### config.mk
export PLATFORM = sky130hd
export DESIGN_NAME = base64_stream_codec
export DESIGN_NICKNAME = d
export VERILOG_FILES = /design/src/b64sc_pkg.sv /design/src/b64sc_front.sv /design/src/b64sc_fifo.sv /design/src/b64sc_back.sv /design/src/base64_stream_codec.sv
export SDC_FILE = /design/constraint.sdc
export NUM_CORES = 1
export LEC_CHECK = 0
export BUFFER_PORTS_ARGS = -buffer_cell sky130_fd_sc_hd__buf_2
export CORE_MARGIN = 2
export CORE_UTILIZATION = 54
export CTS_CLUSTER_DIAMETER = 120
export CTS_CLUSTER_SIZE = 30
export DETAILED_ROUTE_END_ITERATION = 16
export PLACE_DENSITY = 0.73
export SLEW_MARGIN = 20
export SYNTH_ARGS = -nofsm -noshare
export SYNTH_HDL_FRONTEND = slang
export SYNTH_SLANG_ARGS = --single-unit
### constraint.sdc
create_clock -name clk -period 6.9 [get_ports clk]
set_input_delay 0.69 -clock clk [delete_from_list [all_inputs] [get_ports clk]]
set_output_delay 0.69 -clock clk [all_outputs]
set_load 0.01 [all_outputs]
### src/b64sc_pkg.sv
// Shared types, constants and character mapping for the base64 stream codec.
package b64sc_pkg;

	localparam int unsigned QueueDepthDefault = 2;
	localparam int unsigned MaxResults = 4;

	localparam logic MODE_ENCODE = 1'b0;
	localparam logic MODE_DECODE = 1'b1;

	localparam logic [7:0] PAD_CHAR = 8'h3D;

	// One item's worth of results, handed from front to back.
	typedef struct packed {
		logic [2:0]      cnt;
		logic [3:0][7:0] chars;
		logic            has;
		logic            last;
	} cmd_t;

	// 6-bit value to standard alphabet character.
	function automatic logic [7:0] enc_char(input logic [5:0] v);
		logic [7:0] c;
		begin
			if (v < 6'd26) begin
				c = 8'h41 + {2'b00, v};
			end else if (v < 6'd52) begin
				c = 8'h61 + {2'b00, v - 6'd26};
			end else if (v < 6'd62) begin
				c = 8'h30 + {2'b00, v - 6'd52};
			end else if (v == 6'd62) begin
				c = 8'h2B;
			end else begin
				c = 8'h2F;
			end
			return c;
		end
	endfunction

	// Character to {valid, 6-bit value}.
	function automatic logic [6:0] dec_char(input logic [7:0] c);
		logic [6:0] r;
		begin
			if (c >= 8'h41 && c <= 8'h5A) begin
				r = {1'b1, 6'(c - 8'h41)};
			end else if (c >= 8'h61 && c <= 8'h7A) begin
				r = {1'b1, 6'(c - 8'h61 + 8'd26)};
			end else if (c >= 8'h30 && c <= 8'h39) begin
				r = {1'b1, 6'(c - 8'h30 + 8'd52)};
			end else if (c == 8'h2B) begin
				r = {1'b1, 6'd62};
			end else if (c == 8'h2F) begin
				r = {1'b1, 6'd63};
			end else begin
				r = 7'd0;
			end
			return r;
		end
	endfunction

endpackage

### src/b64sc_front.sv
// Front end: accepts items, updates the bit stream state and builds result commands.
module b64sc_front
	import b64sc_pkg::*;
(
	input  logic       clk,
	input  logic       arst_n,
	input  logic       cfg_valid,
	output logic       cfg_ready,
	input  logic       cfg_mode,
	input  logic       in_valid,
	output logic       in_ready,
	input  logic [7:0] in_byte,
	input  logic       in_last,
	input  logic       q_full,
	output logic       push,
	output cmd_t       cmd
);

	logic        mode_q;
	logic [11:0] acc_q;
	logic [3:0]  pend_q;
	logic [1:0]  chars_q;
	logic        pad_q;

	logic [11:0] acc;
	logic [4:0]  p;
	logic [1:0]  chars_n;
	logic        pad;
	logic [2:0]  n;
	logic [11:0] sh;
	logic [6:0]  dv;
	logic        take;

	assign cfg_ready = 1'b1;
	assign in_ready  = !q_full;
	assign take      = in_valid && in_ready;

	always_comb begin
		acc     = acc_q;
		p       = {1'b0, pend_q};
		chars_n = chars_q;
		pad     = pad_q;
		n       = 3'd0;
		sh      = '0;
		dv      = dec_char(in_byte);
		cmd     = '0;
		cmd.has = 1'b1;
		cmd.last = in_last;
		if (mode_q == MODE_ENCODE) begin
			acc = {acc_q[3:0], in_byte};
			p   = p + 5'd8;
			for (int k = 0; k < 2; k++) begin
				if (p >= 5'd6 && p <= 5'd12) begin
					sh = acc >> (p - 5'd6);
					if (n < 3'd4) begin
						cmd.chars[n[1:0]] = enc_char(sh[5:0]);
						n = n + 3'd1;
					end
					chars_n = chars_n + 2'd1;
					p = p - 5'd6;
				end
			end
			if (in_last) begin
				if (p > 5'd0 && p < 5'd6) begin
					sh = acc << (5'd6 - p);
					if (n < 3'd4) begin
						cmd.chars[n[1:0]] = enc_char(sh[5:0]);
						n = n + 3'd1;
					end
					chars_n = chars_n + 2'd1;
				end
				for (int k = 0; k < 3; k++) begin
					if (chars_n != 2'd0 && n < 3'd4) begin
						cmd.chars[n[1:0]] = PAD_CHAR;
						n = n + 3'd1;
						chars_n = chars_n + 2'd1;
					end
				end
			end
		end else begin
			if (!pad_q) begin
				if (in_byte == PAD_CHAR) begin
					pad = 1'b1;
				end else if (dv[6]) begin
					acc = {acc_q[5:0], dv[5:0]};
					p   = p + 5'd6;
					if (p >= 5'd8 && p <= 5'd12) begin
						sh = acc >> (p - 5'd8);
						cmd.chars[0] = sh[7:0];
						n = 3'd1;
						p = p - 5'd8;
					end
				end
			end
			// bare end marker when the last item yields nothing
			if (in_last && n == 3'd0) begin
				cmd.has = 1'b0;
				n = 3'd1;
			end
		end
		cmd.cnt = n;
	end

	assign push = take && (n != 3'd0);

	always_ff @(posedge clk or negedge arst_n) begin
		if (!arst_n) begin
			mode_q  <= MODE_ENCODE;
			acc_q   <= '0;
			pend_q  <= '0;
			chars_q <= '0;
			pad_q   <= 1'b0;
		end else if (cfg_valid && cfg_ready) begin
			mode_q  <= cfg_mode;
			acc_q   <= '0;
			pend_q  <= '0;
			chars_q <= '0;
			pad_q   <= 1'b0;
		end else if (take) begin
			if (in_last) begin
				acc_q   <= '0;
				pend_q  <= '0;
				chars_q <= '0;
				pad_q   <= 1'b0;
			end else begin
				acc_q   <= acc;
				pend_q  <= p[3:0];
				chars_q <= chars_n;
				pad_q   <= pad;
			end
		end
	end

endmodule

### src/b64sc_fifo.sv
// Short command queue between front and back.
module b64sc_fifo
	import b64sc_pkg::*;
#(
	parameter int unsigned Depth = QueueDepthDefault
) (
	input  logic clk,
	input  logic arst_n,
	input  logic push,
	input  cmd_t wdata,
	input  logic pop,
	output cmd_t rdata,
	output logic full,
	output logic nonempty
);

	localparam int unsigned AW = (Depth > 1) ? $clog2(Depth) : 1;
	localparam int unsigned CW = $clog2(Depth + 1);

	cmd_t          slots_q [Depth];
	logic [AW-1:0] wr_q;
	logic [AW-1:0] rd_q;
	logic [CW-1:0] cnt_q;

	assign full     = (cnt_q == CW'(Depth));
	assign nonempty = (cnt_q != '0);
	assign rdata    = slots_q[rd_q];

	function automatic logic [AW-1:0] next_ptr(input logic [AW-1:0] ptr);
		return (ptr == AW'(Depth - 1)) ? '0 : ptr + 1'b1;
	endfunction

	always_ff @(posedge clk) begin
		if (push) begin
			slots_q[wr_q] <= wdata;
		end
	end

	always_ff @(posedge clk or negedge arst_n) begin
		if (!arst_n) begin
			wr_q  <= '0;
			rd_q  <= '0;
			cnt_q <= '0;
		end else begin
			if (push) begin
				wr_q <= next_ptr(wr_q);
			end
			if (pop) begin
				rd_q <= next_ptr(rd_q);
			end
			if (push && !pop) begin
				cnt_q <= cnt_q + 1'b1;
			end else if (pop && !push) begin
				cnt_q <= cnt_q - 1'b1;
			end
		end
	end

endmodule

### src/b64sc_back.sv
// Back end: walks the head command one result per cycle into the output register, unless the output stalls.
module b64sc_back
	import b64sc_pkg::*;
(
	input  logic       clk,
	input  logic       arst_n,
	input  cmd_t       head,
	input  logic       head_valid,
	output logic       pop,
	output logic       out_valid,
	input  logic       out_ready,
	output logic [7:0] out_byte,
	output logic       has_data,
	output logic       out_last
);

	logic [1:0] idx_q;
	logic       valid_q;
	logic [7:0] byte_q;
	logic       has_q;
	logic       last_q;
	logic       load;
	logic       final_res;

	assign load      = head_valid && (!valid_q || out_ready);
	assign final_res = ({1'b0, idx_q} == (head.cnt - 3'd1));
	assign pop       = load && final_res;

	assign out_valid = valid_q;
	assign out_byte  = byte_q;
	assign has_data  = has_q;
	assign out_last  = last_q;

	always_ff @(posedge clk or negedge arst_n) begin
		if (!arst_n) begin
			valid_q <= 1'b0;
			idx_q   <= '0;
		end else begin
			if (load) begin
				valid_q <= 1'b1;
				idx_q   <= final_res ? 2'd0 : idx_q + 2'd1;
			end else if (out_ready) begin
				valid_q <= 1'b0;
			end
		end
	end

	always_ff @(posedge clk) begin
		if (load) begin
			byte_q <= head.chars[idx_q];
			has_q  <= head.has;
			last_q <= head.last && final_res;
		end
	end

endmodule

### src/base64_stream_codec.sv
// Top level of the streaming base64 encoder / decoder.
//
//  channel  | handshake             | payload
//  ---------+-----------------------+------------------------------
//  cfg      | cfg_valid / cfg_ready | cfg_mode (0 encode, 1 decode)
//  in       | in_valid / in_ready   | in_byte, in_last
//  out      | out_valid / out_ready | out_byte, has_data, out_last
//
// The front takes one item per cycle while the command queue has room; the back
// drains one result per cycle while the output register is free or being taken. An
// item yields one or two results per encoded byte, up to four on the last byte, at
// most one per decoded character.
// The output register sets the pace; a stalled output fills the queue, then drops in_ready.
// Reset clears mode to encode and all stream state; cfg_ready is always high.
module base64_stream_codec
	import b64sc_pkg::*;
#(
	parameter int unsigned QueueDepth = QueueDepthDefault
) (
	input  logic       clk,
	input  logic       arst_n,
	input  logic       cfg_valid,
	output logic       cfg_ready,
	input  logic       cfg_mode,
	input  logic       in_valid,
	output logic       in_ready,
	input  logic [7:0] in_byte,
	input  logic       in_last,
	output logic       out_valid,
	input  logic       out_ready,
	output logic [7:0] out_byte,
	output logic       has_data,
	output logic       out_last
);

	cmd_t cmd;
	cmd_t head;
	logic push;
	logic pop;
	logic q_full;
	logic q_nonempty;

	b64sc_front u_front (
		.clk       (clk),
		.arst_n    (arst_n),
		.cfg_valid (cfg_valid),
		.cfg_ready (cfg_ready),
		.cfg_mode  (cfg_mode),
		.in_valid  (in_valid),
		.in_ready  (in_ready),
		.in_byte   (in_byte),
		.in_last   (in_last),
		.q_full    (q_full),
		.push      (push),
		.cmd       (cmd)
	);

	b64sc_fifo #(
		.Depth (QueueDepth)
	) u_fifo (
		.clk      (clk),
		.arst_n   (arst_n),
		.push     (push),
		.wdata    (cmd),
		.pop      (pop),
		.rdata    (head),
		.full     (q_full),
		.nonempty (q_nonempty)
	);

	b64sc_back u_back (
		.clk        (clk),
		.arst_n     (arst_n),
		.head       (head),
		.head_valid (q_nonempty),
		.pop        (pop),
		.out_valid  (out_valid),
		.out_ready  (out_ready),
		.out_byte   (out_byte),
		.has_data   (has_data),
		.out_last   (out_last)
	);

endmodule

[Word-level counts from Yosys, hierarchy flattened]
Memories as Yosys holds them, arrays and structs flattened.
Index checks and enable logic that the tools add are counted.
Word-level totals
  register bits: 31
  latch bits: 0
  RAM bits: 74
  bits in read-only memories: 0
  bits of input ports: 15
  output and inout bits: 13
  logic and storage cells: 299
  memories kept: 1
Memory list
  u_fifo.slots_q: words 2, bits a word 37, rd ports 1, clocked after memory_dff 0, write ports 1, RTL line b64sc_fifo.sv:20  | cmd_t slots_q [Depth];
Cells by class
  add/sub/neg operators: 42
  multipliers: 0
  div/mod/pow operators: 0
  order comparisons: 39
  equal/unequal tests: 12
  shift-type cells: 4
  mux-type cells: 138
  bitwise operators: 9
  reductions and logical operators: 41
Operators with widths (number)
  32-bit 2-to-1 mux: 15
  8-bit 2-to-1 mux: 29
  8-bit demux with 2-bit select: 5
  3-bit 2-to-1 mux: 25
  32-bit bitwise mux: 2
  20-bit OR: 3
  7-bit by 6-bit adder with 8-bit output, first input constant: 6
  6-bit 2-to-1 mux: 7
  2-bit 2-to-1 mux: 20
  12-bit AND: 3
  6-bit less-than comparator, second input constant: 6
  12-bit inverter: 3
  7-bit 2-to-1 mux: 5
  4-bit 2-to-1 mux: 8
  6-bit subtractor, second input constant: 5
  8-bit by 6-bit == test with 1-bit output, second input constant: 3
  24-bit 2-to-1 mux: 1
  12-bit by 5-bit right shift with 6-bit output: 2
  1-bit logical AND: 23
  6-bit by 6-bit adder with 7-bit output, first input constant: 3
  5-bit 2-to-1 mux: 4
  6-bit == test, second input constant: 3
  2-bit by 3-bit less-than comparator with 1-bit output, second input constant: 6
  6-bit by 5-bit less-than comparator with 1-bit output, second input constant: 3
  other kinds (40): 95

[Depth between registers and ports, before layout]
  word-level depth: 37
  gate-level depth with buffers: 29
  mapped depth without buffers: 24

[Cells and area by module]
A second synthesis with hierarchy kept.
Unflattened totals
  cells, all modules: 1007
  area, all modules: 9495.4 sq um
Modules (own cells, without submodules)
  b64sc_front: times used 1, cells an instance 832, area an instance 5856.9 sq um, sequential area each 325.3 sq um
  b64sc_fifo: times used 1, cells an instance 131, area an instance 2941.6 sq um, sequential area each 2322.2 sq um
  b64sc_back: times used 1, cells an instance 44, area an instance 696.9 sq um, sequential area each 375.4 sq um

[Worst setup path before layout]
OpenSTA, ideal clock, no wires.
  kind: reg2reg
  start point: register u_front.pend_q[1]
  end point: memory u_fifo.slots_q[0][0] (netlist bit), enable pin
  data arrival time: 6.535 ns
  setup slack: -0.071 ns
  cell stages (with the launch flop): 24
  clock period less this slack: 6.971 ns
  cell sequence: dfrtp_1 > inv_1 > buf_2 > ha_1 > buf_2 > nand2_1 > a21o_1 > a21o_1 > xnor2_1 > xor2_1 > ha_1 > clkbuf_1 > nor2_1 > mux2_2 > inv_1 > ha_1 > or2_2 > nor2_1 > mux2i_1 > inv_1 > ha_1 > o311a_1 > o31a_1 > nor2b_1
RTL lines
  from (decl): RTL line b64sc_front.sv:21  | logic [3:0] pend_q;
  from (signal assigned): RTL line b64sc_front.sv:127  | pend_q <= p[3:0];
  to (decl): RTL line b64sc_fifo.sv:20

==> summary.md <==
| Metric | Value |
|---|---|
| Hold Fails Final Rpt | `0` |
| Worst EP required | `6950 ps` |
| CTS Root Cell | `clkbuf_16` |
| Synthesized Nets | `1050` |
| Maxcap violations | `0` |
| Starting utilization of the core area | `55.0%` |
| Setup ws final | `633 ps` |
| Via Count | `7911` |
| Post-CTS Hold Buffers | `0` |
| Lkg Pwr | `3.65 nW` |
| Max frequency | `160 MHz` |
| RSZ-0062 raised after global routing | `false` |
| Crit Path Category | `reg -> reg` |
| Total CTS buffers | `9` |
| Grt total ovfl | `0` |
| Core area | `0.0165 sq mm` |
| Worst Path Max Fanout | `37` |
| 1st-iter DRT viols | `804` |
| Relative slew slack | `29.7%` |
| Post CTS Setup Buffer Count | `0` |
| Die area | `0.0178 sq mm` |
| Ys async rst share | `19.2%` |
| Dominant synthesized flop cell | `edfxtp_1` |
| Post-synth EDFFs | `84` |
| H-tree depth | `3` |
| Synthesis-to-finish area growth | `6.41%` |
| Total wire length | `24900 um` |
| Pwr Density | `501 mW/mm^2` |
| Antenna Violating Nets Remaining | `0` |
| Final core utilization | `58.5%` |
| Sequential share of the synthesized area | `33.4%` |
| Vias in the first global route | `7323` |
| Post-Syn Area | `0.00905 sq mm` |
| Startpoint type of the worst setup path | `flop` |
| Syn Area/Cell | `9.31 sq um` |
| First-pass GRT wire length | `39600 um` |
| PortBufs | `26` |
| Slew @ Worst Pin | `1050 ps` |
| FF-to-FF setup slack | `630 ps` |
| Die height | `133 um` |
| Setup TNS | `0 ps` |
| Commonest cells in the netlist | `nand2_1, edfxtp_1, nor2_1` |
| Die X-Extent | `133 um` |
| Post-DP HPWL | `18200 um` |
| Largest net degree at the start of global routing | `60` |
| Worst reg2reg path startpoint | `u_front.pend_q[1]$_DFFE_PN0P_` |
| Initial antenna violation count | `0` |
| #FFs+latches synth | `104` |
| # IOs | `28` |
| Setup crit start | `u_front.pend_q[1]$_DFFE_PN0P_` |
| # clock sinks | `104` |
| Via density | `6.60` |
| Peak supply drop | `331 uV` |
| Hold Slack | `283 ps` |
| Place WS | `483 ps` |
| Routed WL per cell | `20.8 um` |
| Row count | `47` |
| Final period utilization | `90.8%` |
| Reg2reg end | `u_fifo.slots_q[1][3]$_DFFE_PP_` |
| R2R depth | `21` |
| Clock skew | `13.0 ps` |
| Tot Pwr | `0.00483 W` |
| Library cells used by synthesis | `89` |
| Yosys top cell by area | `edfxtp_1` |
| Ant. Diodes | `0` |
| PostCTS Resize Cnt | `0` |
| Count leader, synth | `nand2_1` |
| Clk pin slew, worst setup/hold paths | `70 ps` |
| Run status | `finished, final reports clean` |
| CTS max path bufs | `2` |
| Post-layout min period | `6270 ps` |
| # DRC | `0` |
| Fin. max-slew vios | `0` |
| Worst setup EP type | `flop` |
| Synth Warn # | `0` |
| Synth top area share | `27.9%` |
| CTS tree | `yes` |
| GPL Wtd Cong | `0.999` |
| DRT Pass-1 Iters | `6` |
| Mapped Cells | `973` |
| Worst Path Arrival | `6310 ps` |
| Skew-Pair Late Insertion Delay | `350 ps` |
| Worst setup path endpoint | `u_fifo.slots_q[1][3]$_DFFE_PP_` |
| Setup-failing EPs final | `0` |
| Nets | `1051` |
| Fraction of layout cells with a size suffix above 1 | `12.0%` |
| Synth area leaders | `edfxtp_1, ha_1, mux4_2` |
| GRT Total Usage | `28.2%` |
| Hold/Removal Path Class | `in -> async` |
[cells by family after synthesis]
logic type	Yosys count	synth area share [%]
simple gates	302	16.3
compound gates	281	21.0
buf+inv	112	5.55
flops	104	33.4
mux	64	10.4
fa+ha+maj	62	8.57
xor+xnor	47	4.70
other cells	1	0.0414
[metrics by stage]
stage	area [sq um]	std cells
floorplan	9060	973
global placement	9320	1182
detailed placement	9320	1182
CTS	9620	1198
global route	9640	1199
finish	9640	1199
[state kept, by name, indices dropped and copies added (netlist names)]
register          count
u_front.mode_q        1
u_fifo.rd_q           1
u_back.has_data       1
u_back.out_valid      1
u_front.chars_q       2
u_fifo.slots_q       74
u_front.acc_q         6
u_front.pad_q         1
u_fifo.cnt_q          2
u_front.pend_q        3
u_back.out_last       1
u_back.out_byte       8
u_back.idx_q          2
u_fifo.wr_q           1
[area by class of cell]
class | count | area [sq um]
Clock buffer | 12 | 246
Clock inverter | 4 | 52.6
Fill cell | 1466 | 6830
Inverter | 55 | 206
Multi-Input combinational cell | 758 | 5550
Sequential cell | 104 | 3020
Tap cell | 220 | 275
Timing Repair Buffer | 46 | 280
[worst min-delay path by stage]
stage / startpoint / to / slack, ps / cells past startpoint
after floorplan: arst_n / u_back.idx_q[0]$_DFFE_PN0P_ / 390 / 0
after global placement: u_fifo.cnt_q[1]$_DFFE_PN0P_ / u_fifo.cnt_q[1]$_DFFE_PN0P_ / 490 / 1
after detailed placement: u_fifo.cnt_q[1]$_DFFE_PN0P_ / u_fifo.cnt_q[1]$_DFFE_PN0P_ / 490 / 1
after CTS: arst_n / u_front.pad_q$_DFFE_PN0P_ / 290 / 1
after global routing: arst_n / u_front.acc_q[0]$_DFFE_PN0P_ / 330 / 1
final: arst_n / u_front.pad_q$_DFFE_PN0P_ / 280 / 1
[power by group]
part / leakage [nW] / internal [W] / total, W / switching [W]
logic: 2.45 / 0.00118 / 0.00305 / 0.00186
registers: 1.05 / 0.00114 / 0.00127 / 0.000127
clock network: 0.148 / 0.000294 / 0.000517 / 0.000223
total: 3.65 / 0.00262 / 0.00483 / 0.00221
[layout by cell type (no fill, tap or decap), types with 13 or more instances in the layout]
master    count
o21ai_0      61
mux4_2       23
nand3_1      32
buf_2        26
nor3_1       18
mux2i_1      28
nor2_1       70
edfxtp_1     84
buf_4        20
nand2_1      87
xnor2_1      36
mux2_2       13
or3_1        14
a21o_1       15
a21oi_1      59
ha_1         62
nand2b_1     20
a31oi_1      21
dfrtp_1      19
inv_1        53
[worst max-delay path, stage by stage (launching register included)]
cell and delay [ps]:
dfrtp_2 410, inv_1 390, ha_1 470, nand2b_1 240, nand3_1 150, a21o_1 230
xnor2_1 220, xor2_1 180, ha_1 430, nor2_1 160, mux2_2 290, inv_1 50
ha_1 210, or2_2 310, nor2_1 180, mux2i_1 380, inv_1 130, ha_1 290
o311a_1 370, o31a_1 380, and2_1 190, buf_4 270
[metal layers]
layer / share of wire [%] / wire [um] / vias to the layer above / track usage (%)
met5: 0 / 0 / - / 0
met2: 48 / 12000 / 404 / 46.9
met4: 3.1 / 761 / 0 / 9.75
met3: 7.0 / 1760 / 65 / 3.65
met1: 42 / 10400 / 3792 / 38.1
li1: - / - / 3650 / -
(Power assumes the default switching activity.)
